File: src/hw/rtl/edpa_pkg.sv
// shared constants, codes and types of the dirichlet posterior accumulator
package edpa_pkg;

    // table geometry, fixed by the index field widths
    localparam int NUM_PLACES   = 256;
    localparam int NUM_OUTCOMES = 8;
    localparam int NUM_GROUPS   = 8;
    localparam int X_W          = 8;
    localparam int Y_W          = 3;
    localparam int R_W          = 3;
    localparam int CELL_W       = X_W + Y_W + R_W;
    localparam int TOT_W        = X_W + R_W;
    localparam int PRI_W        = Y_W + R_W;
    localparam int CELLS        = NUM_PLACES * NUM_OUTCOMES * NUM_GROUPS;
    localparam int TOTS         = NUM_PLACES * NUM_GROUPS;
    localparam int PRIS         = NUM_OUTCOMES * NUM_GROUPS;

    // datapath widths
    localparam int VAL_W     = 32;
    localparam int CNT_W     = 48;
    localparam int SUM_W     = 56;
    localparam int CSUM_W    = 40;
    localparam int PROD_W    = 2 * VAL_W;
    localparam int DIV_W     = 64;
    localparam int DIV_CNT_W = $clog2(DIV_W + 1);

    // fixed point constants
    localparam logic [DIV_W-1:0] ONE_Q16 = 64'd65536;
    localparam logic [CNT_W-1:0] CNT_MAX = 48'h7FFF_FFFF_FFFF;
    localparam logic [CNT_W-1:0] BUF_MAX = 48'hFFFF_FFFF_FFFF;

    // item kinds
    localparam logic [2:0] KIND_CLEAR = 3'd0;
    localparam logic [2:0] KIND_PRIOR = 3'd1;
    localparam logic [2:0] KIND_EST   = 3'd2;
    localparam logic [2:0] KIND_OBS   = 3'd3;
    localparam logic [2:0] KIND_READ  = 3'd4;

    // result status codes
    localparam logic [1:0] ST_OK   = 2'd0;
    localparam logic [1:0] ST_DROP = 2'd1;
    localparam logic [1:0] ST_READ = 2'd2;

    // divider request and status
    typedef struct packed {
        logic             start;
        logic [DIV_W-1:0] dividend;
        logic [DIV_W-1:0] divisor;
    } div_req_t;

    typedef struct packed {
        logic busy;
        logic done;
    } div_stat_t;

endpackage

File: src/hw/rtl/edpa_mul.sv
// registered 32 by 32 unsigned multiplier shared by the sequencer
module edpa_mul (
    input  logic                          clk,
    input  logic [edpa_pkg::VAL_W-1:0]    a,
    input  logic [edpa_pkg::VAL_W-1:0]    b,
    output logic [edpa_pkg::PROD_W-1:0]   prod
);
    import edpa_pkg::*;

    logic [PROD_W-1:0] prod_reg;

    // one product per cycle, the product is registered
    always_ff @(posedge clk)
    begin
        prod_reg <= PROD_W'(a) * PROD_W'(b);
    end

    assign prod = prod_reg;

endmodule

File: config.mk
export PLATFORM = sky130hd
export DESIGN_NAME = edpa_mul
export DESIGN_NICKNAME = d
export VERILOG_FILES = /design/src/hw/rtl/edpa_pkg.sv /design/src/hw/rtl/edpa_mul.sv
export SDC_FILE = /design/constraint.sdc
export NUM_CORES = 2
export LEC_CHECK = 0
export BUFFER_PORTS_ARGS = -buffer_cell sky130_fd_sc_hd__buf_4
export CAP_MARGIN = 10
export CORE_MARGIN = 5
export CORE_UTILIZATION = 50
export CTS_BUF_LIST = sky130_fd_sc_hd__clkbuf_8
export DETAILED_ROUTE_END_ITERATION = 8
export PLACE_DENSITY = 0.67
export SLEW_MARGIN = 20
export SYNTH_ARGS = -nofsm -noshare
export SYNTH_HDL_FRONTEND = slang
export SYNTH_SLANG_ARGS = --single-unit
export TNS_END_PERCENT = 1
File: constraint.sdc
create_clock -name clk -period 10 [get_ports clk]
set_input_delay 2 -clock clk [delete_from_list [all_inputs] [get_ports clk]]
set_output_delay 2 -clock clk [all_outputs]
set_load 0.05 [all_outputs]
* Yosys cells after proc, flatten, opt, wreduce, memory -nomap -nowiden
Cells that the tools add are included.
** Operators by class
- Multiply operators :: 1
** Operators with widths (number)
- 32-bit by 32-bit multiplier with 64-bit output :: 1
** Storage, ports and cells
- Register bits after elaboration :: 64
- Input bits :: 65
- Logic and storage cells :: 2

* Depth between registers and ports, before layout
- Depth in word-level cells :: 1
- Gate-level depth with buffers :: 29
- Mapped depth without buffers :: 27

* Worst setup path before layout
OpenSTA, ideal clock, no wires.
- Path type :: input to register
- Start point :: in a[25] (netlist bit)
- End point :: reg prod_reg[62], in the netlist prod[62]
- Data arrival time :: 8.681 ns
- Path slack :: 1.247 ns
- Stages on the path :: 25
- Cell sequence :: clkbuf_1 nand2_1 fa_1 inv_1 fa_1 inv_1 fa_1 inv_1 fa_1 fa_1 fa_1 fa_1 inv_1 fa_1 inv_1 ha_1 buf_2 nand4_1 or4_1 or3_1 a31oi_1 a31o_2 a211oi_1 o21ai_1 xor2_1
** Between the ends
- Longest elaborated chain between the ends :: 1
** RTL lines
- start: declaration :: RTL line edpa_mul.sv:4 : input logic [edpa_pkg::VAL_W-1:0] a,
- 32-bit by 32-bit multiplier with 64-bit output :: RTL line edpa_mul.sv:15 : prod_reg <= PROD_W'(a) * PROD_W'(b);
- end signal: assignment :: RTL line edpa_mul.sv:15
- end: declaration :: RTL line edpa_mul.sv:10 : logic [PROD_W-1:0] prod_reg;
No other way between the ends.

* Worst setup path after layout
- Start point :: in b[8] (netlist bit)
- End point :: reg prod_reg[62], in the netlist prod[62]
** Between the ends
- Longest elaborated chain between the ends :: 1
** RTL lines
- start: declaration :: RTL line edpa_mul.sv:5 : input logic [edpa_pkg::VAL_W-1:0] b,
- 32-bit by 32-bit multiplier with 64-bit output :: RTL line edpa_mul.sv:15
No other way between the ends.

==> impl_metrics.yaml <==
status:
  outcome: "completed"
finish:
  fillers: 6342
  areaGrowthSynthToFinish_pct: 4.71
  fin_cells: 4621
  drive_gt1_frac: 0.0475
  largest_register_ffs: 64
  multi_input_area_mm2: 0.0293
  nets: 4906
  seqCellArea_mm2: 0.00128
routing:
  first_pass_iters: 5
  wire_per_inst_um: 19.6
  first_iter_violations: 1436
  antenna_left: 0
  via_per_inst: 5.34
  vias: 24700
  route.detailed.drc: 0
  routed_wl_um: 90800
grt:
  grtUsageTotal: 0.252
  grt_pass1_vias: 27200
  grt_max_degree: 33
  antenna_found_initial: 2
  gr-total-overflow: 0
  grt_pass1_wl_um: 148000
yosys:
  synth_cell_types: 57
  synth_top_area_frac: 0.517
  syn_area_mm2: 0.0347
  yosysMostFrequentCell: "fa_1"
  ys_seq_area_frac: 0.0369
  synth_seq_cells: 64
  synth_ff_type: "dfxtp_1"
  synth.top_cells.by_area: "fa_1 (52%), and2_1 (11%), ha_1 (9.5%), inv_1 (9.4%), nand2_1 (5.2%)"
  synthTopCellsByCount: "fa_1 (896), inv_1 (865), and2_1 (602)"
  async_flop_share: 0
  yosysTopAreaCell: "fa_1"
  synthCells: 3748
  ys_warn_count: 0
  synth_edf_count: 0
  syn-mean-instance-area_um2: 9.25
  synth_fp_nets: 4972
sta:
  rsz0062_at_grt: "false"
  worst_pin_slew_ns: 0.762
  fmax_mhz: 108
  min_period_ns: 9.25
  finalCritPeriodShare: 0.925
  fin_tns_setup_ns: 0
  setup_slack_ns: 0.752
  final-hold-violation-count: 0
  max_slew_margin: 0.489
  setup_violations: 0
  finalMaxSlewViolations: 0
hold_path:
  worstHoldEndpoint: "prod[0]"
  hold_start: "b[0]"
  worstHoldPathCells: 2
  hp-class: "in2reg"
clock_network:
  cts.sinks: 64
  cts_inserted_buffers: 9
  tritoncts: "yes"
  clockBufferDepth: 2
  htreeDepth: 3
  cts_setup_buffers: 0
  post_cts_resized: 0
  cts_hold_buf: 0
  root_buffer: "clkbuf_8"
  clk_transition_reported_paths_ns: 0.08
place:
  dp_hpwl_um: 73600
  place_worst_setup_slack_ns: 0.443
  gp_congestion: 0.887
  placed_cells: 4602
  numPortBuffers: 128
critical_path:
  critPathLaunchType: "input port"
  worstPathRequired_ns: 10.31
  worstSetupEndpointType: "flop"
  cp_max_fo: 32
  cp.arrival_ns: 9.55
  worst-setup-path-type: "in2reg"
job:
  drv_cap: 0
die:
  rows: 96
  die_h_um: 273
  die_w_um: 273
  die-area_mm2: 0.0747
  fp.coreArea_mm2: 0.0687
  start_util: 0.505
  ios: 129
## layout by cell type, fill, tap and decap left out, types with 4 or more instances in the layout
cell      netlist  final
o21ai_0        21     21
a31oi_1        12     12
and3_1         14     14
inv_1         865    866
o21ai_1         5      5
a21o_1         40     40
xnor2_1        35     35
nor2_1         20     20
xor2_1         25     25
ha_1          263    263
nand2_1       480    480
nor3_1          7      7
a21oi_1        63     63
clkbuf_8        0     10
o21bai_1       10     10
and2_1        602    602
a221o_1         4      4
o21a_1          9      9
buf_4           0    143
nand3_1        10     10
fa_1          896    896
dfxtp_1        64     64
nand4_1        23     23
## stage by stage
stage | utilization | cell area, um^2 | hold slack (ns)
floorplan | - | 34700 | 2.13
global placement | 0.525 | 36100 | 2.45
detailed placement | 0.525 | 36100 | 2.45
CTS | 0.528 | 36300 | 2.11
global route | 0.528 | 36300 | 2.12
finish | 0.528 | 36300 | 2.15
## layout make-up
cell class                 instances  share of cell area
clock inverter                     6             0.00231
sequential                        64              0.0353
clock buffer                      10             0.00379
inverter                         865              0.0894
multi-input combinational       2599               0.807
antenna                            3            0.000207
timing repair buffer             143              0.0296
tap                              931              0.0321
## per-layer routing
metal / track usage / share of wire / up-vias
met4: 0.108 / 0.052 / 0
met2: 0.455 / 0.52 / 737
met1: 0.305 / 0.38 / 13000
met3: 0.0314 / 0.049 / 220
met5: 0 / 0 / -
li1: - / - / 10700
## critical path, cell delays in order
cell      delay, ns
buf_4          0.37
nand2_1        0.14
fa_1           0.55
inv_1          0.05
fa_1           0.53
inv_1          0.06
fa_1           0.54
inv_1          0.06
fa_1           0.48
fa_1           0.58
fa_1           0.43
fa_1           0.49
inv_1          0.05
fa_1           0.48
inv_1          0.04
ha_1           0.41
nand4_1        0.22
or4_1          0.46
or3_1          0.36
a31oi_1        0.49
a31o_2         0.30
a211oi_1       0.11
o21ai_1        0.17
xor2_1         0.15
## how the worst max path moves through the flow
stage / cells past startpoint / to / start / slack [ns]
after global placement: 24 / prod[62] / b[8] / 0.48
after global routing: 24 / prod[62] / b[8] / 0.49
after floorplan: 25 / prod[62] / a[25] / 1.25
final: 24 / prod[62] / b[8] / 0.75
after detailed placement: 24 / prod[62] / b[8] / 0.44
after CTS: 24 / prod[62] / b[8] / 0.82
## cell families after synthesis
family / count (synthesis) / share of synthesized area
multiplexers: 1 / 0.000289
buffers and inverters: 1085 / 0.118
XOR/XNOR: 60 / 0.0152
AO/OA/AOI/OAI: 202 / 0.0415
adder cells (fa/ha/maj): 1159 / 0.612
AND/OR/NAND/NOR: 1177 / 0.176
flip-flops: 64 / 0.0369
Power is not shown: default switching activity piles up to over one toggle a cycle in this logic, so the estimate is an artifact.
