File: src/hw/rtl/edpa_pkg.sv
// shared constants, codes and types of the dirichlet posterior accumulator
package edpa_pkg;

    // table geometry, fixed by the index field widths
    localparam int NUM_PLACES   = 256;
    localparam int NUM_OUTCOMES = 8;
    localparam int NUM_GROUPS   = 8;
    localparam int X_W          = 8;
    localparam int Y_W          = 3;
    localparam int R_W          = 3;
    localparam int CELL_W       = X_W + Y_W + R_W;
    localparam int TOT_W        = X_W + R_W;
    localparam int PRI_W        = Y_W + R_W;
    localparam int CELLS        = NUM_PLACES * NUM_OUTCOMES * NUM_GROUPS;
    localparam int TOTS         = NUM_PLACES * NUM_GROUPS;
    localparam int PRIS         = NUM_OUTCOMES * NUM_GROUPS;

    // datapath widths
    localparam int VAL_W     = 32;
    localparam int CNT_W     = 48;
    localparam int SUM_W     = 56;
    localparam int CSUM_W    = 40;
    localparam int PROD_W    = 2 * VAL_W;
    localparam int DIV_W     = 64;
    localparam int DIV_CNT_W = $clog2(DIV_W + 1);

    // fixed point constants
    localparam logic [DIV_W-1:0] ONE_Q16 = 64'd65536;
    localparam logic [CNT_W-1:0] CNT_MAX = 48'h7FFF_FFFF_FFFF;
    localparam logic [CNT_W-1:0] BUF_MAX = 48'hFFFF_FFFF_FFFF;

    // item kinds
    localparam logic [2:0] KIND_CLEAR = 3'd0;
    localparam logic [2:0] KIND_PRIOR = 3'd1;
    localparam logic [2:0] KIND_EST   = 3'd2;
    localparam logic [2:0] KIND_OBS   = 3'd3;
    localparam logic [2:0] KIND_READ  = 3'd4;

    // result status codes
    localparam logic [1:0] ST_OK   = 2'd0;
    localparam logic [1:0] ST_DROP = 2'd1;
    localparam logic [1:0] ST_READ = 2'd2;

    // divider request and status
    typedef struct packed {
        logic             start;
        logic [DIV_W-1:0] dividend;
        logic [DIV_W-1:0] divisor;
    } div_req_t;

    typedef struct packed {
        logic busy;
        logic done;
    } div_stat_t;

endpackage

File: src/hw/rtl/edpa_div.sv
// radix-2 restoring divider, one quotient bit per cycle
module edpa_div (
    input  logic                        clk,
    input  logic                        rst_n,
    input  edpa_pkg::div_req_t          req,
    output edpa_pkg::div_stat_t         stat,
    output logic [edpa_pkg::DIV_W-1:0]  quotient
);
    import edpa_pkg::*;

    logic [DIV_W:0]       rem_reg;
    logic [DIV_W-1:0]     quo_reg;
    logic [DIV_W-1:0]     dvs_reg;
    logic [DIV_CNT_W-1:0] cnt_reg;
    logic                 busy_reg;
    logic                 done_reg;
    logic [DIV_W:0]       shifted;
    logic [DIV_W:0]       diff;
    logic                 ge;

    // trial subtract of the shifted partial remainder
    assign shifted = {rem_reg[DIV_W-1:0], quo_reg[DIV_W-1]};
    assign diff    = shifted - {1'b0, dvs_reg};
    assign ge      = !diff[DIV_W];

    // control state
    always_ff @(posedge clk or negedge rst_n)
    begin
        if (!rst_n)
        begin
            busy_reg <= 1'b0;
            done_reg <= 1'b0;
            cnt_reg  <= '0;
        end
        else
        begin
            done_reg <= 1'b0;
            if (req.start)
            begin
                busy_reg <= 1'b1;
                cnt_reg  <= DIV_CNT_W'(DIV_W);
            end
            else if (busy_reg)
            begin
                cnt_reg <= cnt_reg - 1'b1;
                if (cnt_reg == DIV_CNT_W'(1))
                begin
                    busy_reg <= 1'b0;
                    done_reg <= 1'b1;
                end
            end
        end
    end

    // remainder and quotient shift
    always_ff @(posedge clk)
    begin
        if (req.start)
        begin
            rem_reg <= '0;
            quo_reg <= req.dividend;
            dvs_reg <= req.divisor;
        end
        else if (busy_reg)
        begin
            rem_reg <= ge ? diff : shifted;
            quo_reg <= {quo_reg[DIV_W-2:0], ge};
        end
    end

    assign stat.busy = busy_reg;
    assign stat.done = done_reg;
    assign quotient  = quo_reg;

endmodule

File: config.mk
export PLATFORM = sky130hd
export DESIGN_NAME = edpa_div
export DESIGN_NICKNAME = d
export VERILOG_FILES = /design/src/hw/rtl/edpa_pkg.sv /design/src/hw/rtl/edpa_div.sv
export SDC_FILE = /design/constraint.sdc
export NUM_CORES = 1
export LEC_CHECK = 0
export BUFFER_PORTS_ARGS = -buffer_cell sky130_fd_sc_hd__clkbuf_2
export CAP_MARGIN = 20
export CORE_MARGIN = 2
export CORE_UTILIZATION = 54
export DETAILED_ROUTE_END_ITERATION = 12
export PLACE_DENSITY = 0.77
export SYNTH_ARGS = -nofsm -noshare
export SYNTH_HDL_FRONTEND = slang
export SYNTH_SLANG_ARGS = --single-unit
File: constraint.sdc
create_clock -name clk -period 4.4 [get_ports clk]
set_input_delay 1.32 -clock clk [delete_from_list [all_inputs] [get_ports clk]]
set_output_delay 1.32 -clock clk [all_outputs]
set_load 0.01 [all_outputs]
Word level (Yosys, flattened, before mapping):

Cells that the tools add are included.

* $add $sub $neg: 2
* multipliers: 0
* divide/modulo/power cells: 0
* magnitude comparators: 0
* equality and inequality tests: 1
* shifts and indexed selects: 0
* muxes and demuxes: 11
* bitwise gates (word level): 0
* reduce and logical (&&, ||, !) cells: 2

Operators by type and width (count)
* $mux W64: 3
* $sub A65 B64 Y65: 1
* $mux W7: 2
* $eq A7 B1 Y1 const B: 1
* $sub A7 B1 Y7 const B: 1
* $mux W1: 6
* $reduce_bool A2 Y1: 1
* $logic_not A1 Y1: 1

* flip-flop bits (word level): 201
* bits in latches: 0
* RAM bits: 0
* bits in read-only memories: 0
* input port bits: 131
* memories: 0

Longest topological paths before layout:

Gate-level depths: netlist of the first run.

* depth in word-level cells: 4
* depth in mapped cells: 15
* depth with buffers taken out: 13

Worst setup path before layout of the first run:

No wires, ideal clock.

* kind: input to register
* start point: input port req[128] (netlist name)
* end point: register quo_reg[0] (netlist: quotient[0]) (enable)
* library setup time: 0.418 ns
* arrival: 3.168 ns
* data required time: 3.982 ns
* setup slack: 0.814 ns
* stages: 4
* buffers on the path: 2
* cells stage by stage: clkbuf_1 nor2_1 clkbuf_1 inv_1

* word-level cells in the longest chain between the ends: 1

Ends and longest elaborated chain
* from (decl): line edpa_div.sv:5 `input edpa_pkg::div_req_t req,`
* $reduce_bool A2 Y1 (no source line)
* to (signal assigned): line edpa_div.sv:61 `quo_reg <= req.dividend;`
* to (signal assigned): line edpa_div.sv:67 `quo_reg <= {quo_reg[DIV_W-2:0], ge};`
* to (decl): line edpa_div.sv:12 `logic [DIV_W-1:0] quo_reg;`

No other way between the ends.
A chain may end at the register's enable or synchronous reset.

Worst setup path after layout of the first run:

* start point: register quo_reg[63] (netlist: quotient[63])
* end point: register rem_reg[43]

* word-level cells in the longest chain between the ends: 2

Ends and longest elaborated chain
* $sub A65 B64 Y65: line edpa_div.sv:23 `assign diff = shifted - {1'b0, dvs_reg};`
* $mux W64: line edpa_div.sv:66 `rem_reg <= ge ? diff : shifted;`
* to (signal assigned): line edpa_div.sv:66
* to (decl): line edpa_div.sv:11 `logic [DIV_W:0] rem_reg;`

No other way between the ends.

==> results of run 1 <==
==> report_power, final <==
part / total [µW] / internal, µW / switching [µW]
Sequential: 2480 / 2290 / 185
Combinational: 1850 / 771 / 1080
Clock: 2090 / 1280 / 812
Total: 6420 / 4350 / 2080
==> routing by layer <==
layer / GRT usage / vias to the layer above
li1: - / 4797
met1: 0.321 / 4565
met2: 0.414 / 361
met3: 0.0527 / 58
met4: 0.0921 / 0
met5: 0 / -
==> through the flow <==
stage	total power, µW	cells	instance area, µm²	hold WS [ps]
after floorplan	3800	1205	11800	446
after global placement	4270	1635	13100	470
after detailed placement	4320	1635	13100	472
after CTS	6410	1681	13900	482
after global routing	6760	1682	13900	513
final	6420	1683	13900	485
==> synthesized netlist by cell type (all sizes together), types with 2 or more instances <==
master | number | area share
xor2 | 26 | 0.019
inv | 84 | 0.027
nor2 | 91 | 0.029
o31a | 4 | 0.0030
o21a | 14 | 0.0089
or4 | 2 | 0.0013
nor2b | 8 | 0.0042
a2111oi | 3 | 0.0022
a32oi | 10 | 0.0074
and3 | 6 | 0.0032
nand3b | 2 | 0.0013
o2111ai | 2 | 0.0015
a311oi | 40 | 0.030
nand2b | 4 | 0.0021
a32o | 2 | 0.0017
nor3 | 15 | 0.0068
o221a | 2 | 0.0019
o31ai | 9 | 0.0069
nand4b | 4 | 0.0030
o311ai | 6 | 0.0045
buf | 12 | 0.0052
ha | 66 | 0.070
nand2 | 138 | 0.044
clkbuf | 48 | 0.015
a31oi | 9 | 0.0048
a21o | 27 | 0.017
a21oi | 73 | 0.031
nor4 | 7 | 0.0042
nor3b | 6 | 0.0038
xnor2 | 34 | 0.026
nand3 | 34 | 0.014
o21ai | 60 | 0.026
o21bai | 11 | 0.0070
mux2 | 64 | 0.061
o211ai | 7 | 0.0049
edfxtp | 128 | 0.33
nand4 | 24 | 0.013
dfxtp | 64 | 0.11
dfrtp | 9 | 0.019
o22ai | 4 | 0.0021
a211oi | 6 | 0.0042
a21boi | 7 | 0.0045
or3 | 9 | 0.0048
or2 | 3 | 0.0016
and2 | 9 | 0.0048
==> kinds of logic after synthesis <==
kind of cell,count (synthesis)
XOR/XNOR,60
multiplexers,65
flip-flops,201
adder cells (fa/ha/maj),67
AND/OR/NAND/NOR,365
buffers and inverters,144
AO/OA/AOI/OAI,303
==> layout by cell type, fill, tap and decap left out, drive strengths merged, types with 10 or more instances in the layout <==
cell type and count:
a21o 27, ha 66, mux2 64, o21ai 60, nand2 138, edfxtp 128, nor3 15, a21oi 73
clkbuf 231, o21bai 11, o21a 14, buf 15, inv 85, nand4 24, a32oi 10, a311oi 40
xnor2 35, nor2 91, dfxtp 64, xor2 26, nand3 34
==> area by class of cell <==
class | count | share of cell area
clock buffers | 36 | 0.0500
multi-input cells | 861 | 0.426
repair buffers | 210 | 0.0820
inverters | 84 | 0.0226
well taps | 280 | 0.0251
flip-flops and latches | 201 | 0.384
clock inverters | 10 | 0.0103
diodes | 1 | 0.000180
==> worst min-delay path, cell delays in order, from the launching register on <==
cell and delay, ps:
sky130_fd_sc_hd__dfxtp_1 330, sky130_fd_sc_hd__nand2_1 60, sky130_fd_sc_hd__o21ai_1 50
==> worst paths after layout <==
path | start | endpoint | cells past startpoint
max in group asynchronous | rst_n | busy_reg | 1
min | rem_reg[53] | rem_reg[53] | 2
max | quotient[63] | rem_reg[43] | 14
min in group asynchronous | rst_n | cnt_reg[0] | 1
min reg2reg | rem_reg[53] | rem_reg[53] | 2
max reg2reg | quotient[63] | rem_reg[43] | 14
==> flow_metrics.env, run 1 <==
export IMPL_max_cap_viol_count=0
export IMPL_fillerInstances=1788
export IMPL_clk_insertion_delay_late_ps=540
export IMPL_timing_hold_worst_class="flip-flop to flip-flop"
export IMPL_unrepaired_setup_endpoints_after_global_routing="no"
export IMPL_cts_setup_buffers=0
export IMPL_postSynthRegisterBits=201
export IMPL_muxShareOfSynthArea=0.0620
export IMPL_run_status="finished, final reports clean"
export IMPL_htree_num_levels=1
export IMPL_endpoints_failing_setup=0
export IMPL_grt_use_total=0.249
export IMPL_final_max_slew_violation_count=0
export IMPL_wl_met3_mm=2.26
export IMPL_dr_wl_met2_mm=13.8
export IMPL_synth_cell_area_mm2=0.0118
export IMPL_criticalPathCategory="flip-flop to flip-flop"
export IMPL_detailedPlacementHpwl_mm=21.0
export IMPL_dp_worst_setup_slack_ps=278
export IMPL_cpPeakStageDelay_ps=570
export IMPL_post_route_cells_drive_above_1_share=0.235
export IMPL_synth_warning_count=0
export IMPL_largest_family_of_logic_cells_by_synthesized_area="compound AO/OA/AOI/OAI gates"
export IMPL_remaining_overflow_grt=0
export IMPL_final_critical_path_setup_slack_ps=294
export IMPL_pin_count=197
export IMPL_via_count_of_the_first_global_routing_pass=9582
export IMPL_syn_inst=1205
export IMPL_synth_to_final_area_change_pct=18.2
export IMPL_fp_dieW_um=152
export IMPL_synth_adder_area_share=0.0717
export IMPL_synth_edff_count=128
export IMPL_tightestPinTransition_ps=937
export IMPL_power_ir_vdd_worst_uv=344
export IMPL_post_synth_xor_area_fraction=0.0452
export IMPL_path_max_fanout=28
export IMPL_timing_slew_headroom=0.372
export IMPL_critical_path_required_ps=4840
export IMPL_max_clock_path_buffers=3
export IMPL_power_density_cell_area_mw_per_mm2=461
export IMPL_clkTransAtPathRegs_ps=60
export IMPL_r2r_slack_ps=290
export IMPL_synth_simple_area_share=0.144
export IMPL_ys_dominant_reg_cell="sky130_fd_sc_hd__edfxtp_1"
export IMPL_crit_path_end_kind="flip-flop"
export IMPL_ant_nets=0
export IMPL_async_reset_ff_frac=0.0448
export IMPL_core_rowCount=54
export IMPL_routabilityCongestion=0.939
export IMPL_initial_core_util=0.545
export IMPL_drt_pass1_iter_count=5
export IMPL_fin_nets=1581
export IMPL_finalWorstPathRequiredPeriod_ps=4110
export IMPL_numClockSinks=201
export IMPL_start_kind="flip-flop"
export IMPL_ff_latch_area_mm2=0.00535
export IMPL_post_cts_resized=0
export IMPL_largest_net_degree_at_the_start_of_global_routing=84
export IMPL_core_mm2=0.0216
export IMPL_place_port_buffers=196
export IMPL_cp_slowest_cell="sky130_fd_sc_hd__o31ai_4"
export IMPL_totalWireLength_mm=29.3
export IMPL_detail_route_wl_per_cell_um=17.4
export IMPL_dr_max_layer_used="met4"
export IMPL_cts_root_buffer="sky130_fd_sc_hd__clkbuf_16"
export IMPL_final_setup_tns_ps=0
export IMPL_mappedNetlistNets=1403
export IMPL_drc=0
export IMPL_cts_buffers_inserted=25
export IMPL_multiInputGateArea_mm2=0.00593
export IMPL_drt_met1_wl_mm=12.4
export IMPL_worst_path_dominant_cell_family="compound AO/OA/AOI/OAI gates"
export IMPL_power_leakage_uw=0.00602
export IMPL_final_core_occ=0.644
export IMPL_synth_yosys_seq_area_share=0.454
export IMPL_min_period_over_period=0.933
export IMPL_synth_area_per_cell_um2=9.78
export IMPL_hold_violations=0
export IMPL_critical_path_buf_inv_count=2
export IMPL_antenna_found_initial=1
export IMPL_clock_skew_ps=10.3
export IMPL_cts_hold_buffers_added=0
export IMPL_max_freq_mhz=244
export IMPL_grt_pass1_wl_mm=46.1
export IMPL_drt_iter0_drc=561
export IMPL_synthDistinctLibCells=68
export IMPL_crit_path_cell_trace="inv_1 > ha_1 > fa_1 > nor2b_1 > o2111ai_1 > a31oi_1 > nor4_2 > o21ai_4 > o211ai_2 > o31ai_4 > xnor2_4 > buf_12 > and3_1 > nor4_1"
export IMPL_critPathArrivalTime_ps=4550
export IMPL_die_h_um=152
export IMPL_tritoncts="built"
export IMPL_route_detailed_vias_per_inst=5.81
export IMPL_floorplan_die_area_mm2=0.0230
export IMPL_synth_area_in_compound_gates=0.176
export IMPL_dr_total_vias=9781
Note: power is estimated with default switching activity, not from simulation.
==> run 2, diff against run 1 <==
clock period = 5.3 ns   (was 4.4 ns; I/O delays follow)
==> flow_metrics.env, run 2 (synthesized netlist as in run 1, its figures left out) <==
export IMPL_fp_dieW_um=152
export IMPL_cp_slowest_cell="sky130_fd_sc_hd__xnor2_4"
export IMPL_criticalPathCategory="flip-flop to flip-flop"
export IMPL_power_ir_vdd_worst_uv=244
export IMPL_ant_nets=0
export IMPL_drt_pass1_iter_count=5
export IMPL_cts_hold_buffers_added=0
export IMPL_fin_area_mm2=0.0138
export IMPL_place_port_buffers=196
export IMPL_detail_route_wl_per_cell_um=17.1
export IMPL_r2r_slack_ps=1010
export IMPL_fillerInstances=1788
export IMPL_power_density_cell_area_mw_per_mm2=382
export IMPL_final_core_occ=0.641
export IMPL_core_rowCount=54
export IMPL_hold_violations=0
export IMPL_run_status="finished, final reports clean"
export IMPL_drc=0
export IMPL_reg2reg_depth=14
export IMPL_cts_root_buffer="sky130_fd_sc_hd__clkbuf_16"
export IMPL_most_common_layout_cells="195 x sky130_fd_sc_hd__clkbuf_2, 138 x sky130_fd_sc_hd__nand2_1, 128 x sky130_fd_sc_hd__edfxtp_1"
export IMPL_core_mm2=0.0216
export IMPL_cts_buffers_inserted=24
export IMPL_largest_net_degree_at_the_start_of_global_routing=122
export IMPL_remaining_overflow_grt=0
export IMPL_grt_pass1_wl_mm=45.9
export IMPL_critPathArrivalTime_ps=4720
export IMPL_crit_path_cell_trace="inv_1 > ha_1 > fa_1 > nor2b_1 > o2111ai_1 > a31oi_1 > nor4_2 > o21ai_4 > o211ai_2 > o31ai_4 > xnor2_4 > buf_4 > nand2_1 > a311oi_1"
export IMPL_power_share_sequential=0.389
export IMPL_path_max_fanout=37
export IMPL_place_inst=1632
export IMPL_max_clock_path_buffers=3
export IMPL_tritoncts="built"
export IMPL_clkTransAtPathRegs_ps=60
export IMPL_cellInternalPower_uw=3580
export IMPL_antenna_found_initial=0
export IMPL_start_kind="flip-flop"
export IMPL_detailedPlacementHpwl_mm=20.5
export IMPL_timing_rr_end="rem_reg[50]"
export IMPL_cpPeakStageDelay_ps=860
export IMPL_clock_skew_ps=16.4
export IMPL_combinationalPowerShare=0.286
export IMPL_min_period_over_period=0.810
export IMPL_power_leakage_uw=0.00598
export IMPL_timing_slew_headroom=0.273
export IMPL_final_max_slew_violation_count=0
export IMPL_endpoints_failing_setup=0
export IMPL_worst_path_dominant_cell_family="compound AO/OA/AOI/OAI gates"
export IMPL_pin_count=197
export IMPL_finalWorstPathRequiredPeriod_ps=4290
export IMPL_timing_critical_path_from="quotient[63]"
export IMPL_critical_path_buf_inv_count=2
export IMPL_drt_iter0_drc=607
export IMPL_max_cap_viol_count=0
export IMPL_layout_cells_non_filler=1676
export IMPL_cts_setup_buffers=0
export IMPL_critical_path_required_ps=5730
export IMPL_power_switching_fraction=0.323
export IMPL_totalWireLength_mm=28.7
export IMPL_numClockSinks=201
export IMPL_timing_hold_worst_class="flip-flop to flip-flop"
export IMPL_grt_use_total=0.249
export IMPL_antenna_cells_inserted=0
export IMPL_synth_to_final_area_change_pct=17.5
export IMPL_regToRegStartpoint="quotient[63]"
export IMPL_netSwitchingPower_uw=1710
export IMPL_via_count_of_the_first_global_routing_pass=9439
export IMPL_tightestPinTransition_ps=1090
export IMPL_floorplan_die_area_mm2=0.0230
export IMPL_route_detailed_vias_per_inst=5.84
export IMPL_die_h_um=152
export IMPL_worst_setup_path_endpoint="rem_reg[50]"
export IMPL_initial_core_util=0.545
export IMPL_crit_path_end_kind="flip-flop"
export IMPL_dpl_cell_area_mm2=0.0130
export IMPL_final_setup_tns_ps=0
export IMPL_clk_insertion_delay_late_ps=530
export IMPL_max_freq_mhz=233
export IMPL_critical_path_cell_count=14
export IMPL_post_cts_resized=0
export IMPL_post_route_cells_drive_above_1_share=0.234
export IMPL_layout_cells_most_common="sky130_fd_sc_hd__clkbuf_2"
export IMPL_routabilityCongestion=0.946
export IMPL_dr_total_vias=9783
export IMPL_unrepaired_setup_endpoints_after_global_routing="no"
export IMPL_worst_hold_slack_after_final_layout_ps=480
export IMPL_htree_num_levels=1
export IMPL_fin_nets=1576
export IMPL_power_clock_fraction=0.325
==> run 2: cell types whose count changed in the layout (fill, tap and decap cells not counted) <==
cell / previous run / this run
sky130_fd_sc_hd__diode_2: 1 / 0
sky130_fd_sc_hd__xnor2_4: 2 / 1
sky130_fd_sc_hd__clkinv_16: 0 / 1
sky130_fd_sc_hd__clkinv_2: 2 / 4
sky130_fd_sc_hd__clkbuf_1: 8 / 4
sky130_fd_sc_hd__bufinv_16: 3 / 4
sky130_fd_sc_hd__clkinv_1: 2 / 3
sky130_fd_sc_hd__clkbuf_16: 25 / 24
sky130_fd_sc_hd__clkinv_4: 1 / 2
sky130_fd_sc_hd__clkbuf_8: 3 / 1
sky130_fd_sc_hd__buf_4: 10 / 9
sky130_fd_sc_hd__buf_12: 4 / 2
sky130_fd_sc_hd__inv_16: 1 / 0
==> run 2: cell type report <==
class / count / area [µm²] / share of cell area
multi-input combinational: 860 / 5900 / 0.426
sequential: 201 / 5350 / 0.386
timing repair buffer: 207 / 1090 / 0.0791
clock buffer: 29 / 629 / 0.0454
tap: 280 / 350 / 0.0253
inverter: 84 / 315 / 0.0228
clock inverter: 15 / 206 / 0.0149
==> run 2: worst min path at each step <==
| stage | from | to | cells past startpoint |
|---|---|---|---|
| after global routing | rem_reg[53] | rem_reg[53] | 2 |
| after CTS | rem_reg[53] | rem_reg[53] | 2 |
| after floorplan | rem_reg[53] | rem_reg[53] | 2 |
| final | rem_reg[53] | rem_reg[53] | 2 |
| after detailed placement | rem_reg[53] | rem_reg[53] | 2 |
| after global placement | rem_reg[53] | rem_reg[53] | 2 |
==> run 2: per-stage QoR <==
step	power, µW	setup slack, ps
after floorplan	3150	1440
after global placement	3540	1170
after detailed placement	3570	1060
after CTS	5310	984
after global routing	5580	704
final	5290	1010
==> run 2: layer usage <==
layer	vias up	GRT usage	part of all wire
li1	4777	-	-
met2	374	0.419	0.47
met5	-	0	0
met4	0	0.0856	0.035
met3	64	0.0503	0.068
met1	4568	0.319	0.43
==> run 2: worst reg2reg max path, stage by stage, from the launching register on <==
cell and delay, ps:
sky130_fd_sc_hd__edfxtp_1 390, sky130_fd_sc_hd__inv_1 90, sky130_fd_sc_hd__ha_1 180, sky130_fd_sc_hd__fa_1 210, sky130_fd_sc_hd__nor2b_1 70, sky130_fd_sc_hd__o2111ai_1 290, sky130_fd_sc_hd__a31oi_1 230, sky130_fd_sc_hd__nor4_2 510
sky130_fd_sc_hd__o21ai_4 170, sky130_fd_sc_hd__o211ai_2 270, sky130_fd_sc_hd__o31ai_4 150, sky130_fd_sc_hd__xnor2_4 860, sky130_fd_sc_hd__buf_4 390, sky130_fd_sc_hd__nand2_1 80, sky130_fd_sc_hd__a311oi_1 300
==> run 2: power groups by stage <==
stage / Clock (µW) / Sequential [µW] / Combinational (µW)
2_1_floorplan: 0 / 2070 / 1080
3_3_place_gp: 0 / 2080 / 1470
3_5_place_dp: 0 / 2080 / 1490
4_1_cts: 1750 / 2060 / 1510
5_1_grt: 1810 / 2080 / 1690
6_report: 1720 / 2060 / 1520
==> run 3, diff against run 2 <==
CORE_UTILIZATION = 52   (was 54)
PLACE_DENSITY = 0.78   (was 0.77)
clock period = 3.7 ns   (was 5.3 ns; I/O delays follow)
==> flow_metrics.env, run 3 (synthesized netlist as in run 1, its figures left out) <==
export IMPL_grt_use_total=0.241
export IMPL_clkTransAtPathRegs_ps=60
export IMPL_ant_nets=0
export IMPL_power_leakage_uw=0.00609
export IMPL_floorplan_die_area_mm2=0.0239
export IMPL_clk_insertion_delay_late_ps=540
export IMPL_cts_root_buffer="sky130_fd_sc_hd__clkbuf_16"
export IMPL_power_ir_vdd_worst_uv=329
export IMPL_timing_critical_path_mode_cell="sky130_fd_sc_hd__buf_4"
export IMPL_finalWorstPathRequiredPeriod_ps=3450
export IMPL_crit_path_end_kind="flip-flop"
export IMPL_cpPeakStageDelay_ps=420
export IMPL_worst_path_dominant_cell_family="compound AO/OA/AOI/OAI gates"
export IMPL_via_count_of_the_first_global_routing_pass=9779
export IMPL_timing_slew_headroom=0.379
export IMPL_antenna_cells_inserted=0
export IMPL_fp_dieW_um=155
export IMPL_max_clock_path_buffers=3
export IMPL_cp_slowest_cell="sky130_fd_sc_hd__fa_1"
export IMPL_dr_total_vias=9930
export IMPL_reg2reg_depth=17
export IMPL_max_cap_viol_count=0
export IMPL_antenna_found_initial=0
export IMPL_timing_hold_worst_class="input port to async pin"
export IMPL_htree_num_levels=1
export IMPL_worst_hold_slack_after_final_layout_ps=441
export IMPL_synth_to_final_area_change_pct=18.9
export IMPL_tritoncts="built"
export IMPL_core_mm2=0.0224
export IMPL_place_port_buffers=196
export IMPL_route_detailed_vias_per_inst=5.82
export IMPL_initial_core_util=0.525
export IMPL_place_inst=1661
export IMPL_path_max_fanout=4
export IMPL_detail_route_wl_per_cell_um=17.1
export IMPL_endpoints_failing_setup=0
export IMPL_drt_pass1_iter_count=5
export IMPL_critical_path_required_ps=4130
export IMPL_core_rowCount=55
export IMPL_cts_buffers_inserted=24
export IMPL_final_max_slew_violation_count=0
export IMPL_max_freq_mhz=290
export IMPL_criticalPathCategory="flip-flop to flip-flop"
export IMPL_most_common_layout_cells="195 x sky130_fd_sc_hd__clkbuf_2, 138 x sky130_fd_sc_hd__nand2_1, 128 x sky130_fd_sc_hd__edfxtp_1"
export IMPL_fin_total_pwr_uw=7440
export IMPL_final_core_occ=0.625
export IMPL_fin_nets=1602
export IMPL_totalWireLength_mm=29.1
export IMPL_layout_cells_most_common="sky130_fd_sc_hd__clkbuf_2"
export IMPL_drc=0
export IMPL_numClockSinks=201
export IMPL_grt_pass1_wl_mm=47.5
export IMPL_crit_path_cell_trace="inv_1 > ha_1 > fa_1 > nor2b_2 > o2111ai_1 > a31oi_1 > buf_4 > nor4_4 > o21ai_4 > o211ai_2 > o31ai_4 > buf_4 > xnor2_4 > buf_12 > buf_4 > and3_1 > nor4_1"
export IMPL_routabilityCongestion=0.936
export IMPL_min_period_over_period=0.933
export IMPL_power_density_cell_area_mw_per_mm2=531
export IMPL_critical_path_cell_count=17
export IMPL_clock_skew_ps=24.8
export IMPL_tightestPinTransition_ps=931
export IMPL_run_status="finished, final reports clean"
export IMPL_drt_iter0_drc=740
export IMPL_die_h_um=155
export IMPL_start_kind="flip-flop"
export IMPL_remaining_overflow_grt=0
export IMPL_critPathArrivalTime_ps=3880
export IMPL_hold_violations=0
export IMPL_critical_path_buf_inv_count=5
export IMPL_cts_hold_buffers_added=0
export IMPL_detailedPlacementHpwl_mm=21.3
export IMPL_layout_cells_non_filler=1706
export IMPL_largest_net_degree_at_the_start_of_global_routing=68
export IMPL_post_route_cells_drive_above_1_share=0.250
export IMPL_pin_count=197
[run 3: cell count changes in the layout (fill, tap and decap cells not counted), moves of 2 or more]
cell,before,now
sky130_fd_sc_hd__buf_4,9,30
sky130_fd_sc_hd__buf_8,0,2
sky130_fd_sc_hd__bufinv_16,4,1
sky130_fd_sc_hd__buf_6,1,3
sky130_fd_sc_hd__clkinv_2,4,7
[run 3: final timing paths]
| kind | slack, ps | start | to |
|---|---|---|---|
| worst max-delay path | 250 | quotient[63] | rem_reg[43] |
| worst min-delay path | 440 | rst_n | cnt_reg[0] |
| worst max register to register | 250 | quotient[63] | rem_reg[43] |
| worst min register to register | 500 | rem_reg[25] | rem_reg[26] |
| max in group asynchronous | 3040 | rst_n | busy_reg |
| min in group clk | 500 | rem_reg[25] | rem_reg[26] |
[run 3: routing by layer]
metal	vias to the layer above	wire, µm	GRT usage
met2	348	13500	0.405
met4	0	923	0.0763
met5	-	0	0
met3	63	2090	0.0502
li1	4830	-	-
met1	4689	12700	0.314
[run 3: timing repair]
| item | in CTS | in global routing |
|---|---|---|
| endpoints found under the setup margin | 0 | 48 |
| buffers inserted | 0 | 2 |
| gates resized for setup | 0 | 8 |
[run 3: area by class of cell]
| class | count | area (µm²) |
|---|---|---|
| Timing Repair Buffer | 233 | 1330 |
| Fill cell | 1886 | 8410 |
| Multi-Input combinational cell | 860 | 5910 |
| Clock buffer | 28 | 626 |
| Tap cell | 285 | 357 |
| Sequential cell | 201 | 5350 |
| Clock inverter | 15 | 135 |
| Inverter | 84 | 315 |
[run 3: stage by stage]
step,worst slack [ps],area (µm²),TNS (ps)
after floorplan,319,11800,0
final,249,14000,0
after global placement,194,13200,0
after CTS,30.8,14000,0
after detailed placement,80.0,13200,0
after global routing,-7.35,14000,-7.35
[run 3: report_power, final]
part / internal (µW) / switching, µW / leakage [µW] / total (µW)
Clock: 1290 / 946 / 0.000371 / 2240
Combinational: 968 / 1290 / 0.00379 / 2260
Sequential: 2730 / 216 / 0.00193 / 2940
Total: 4990 / 2460 / 0.00609 / 7440
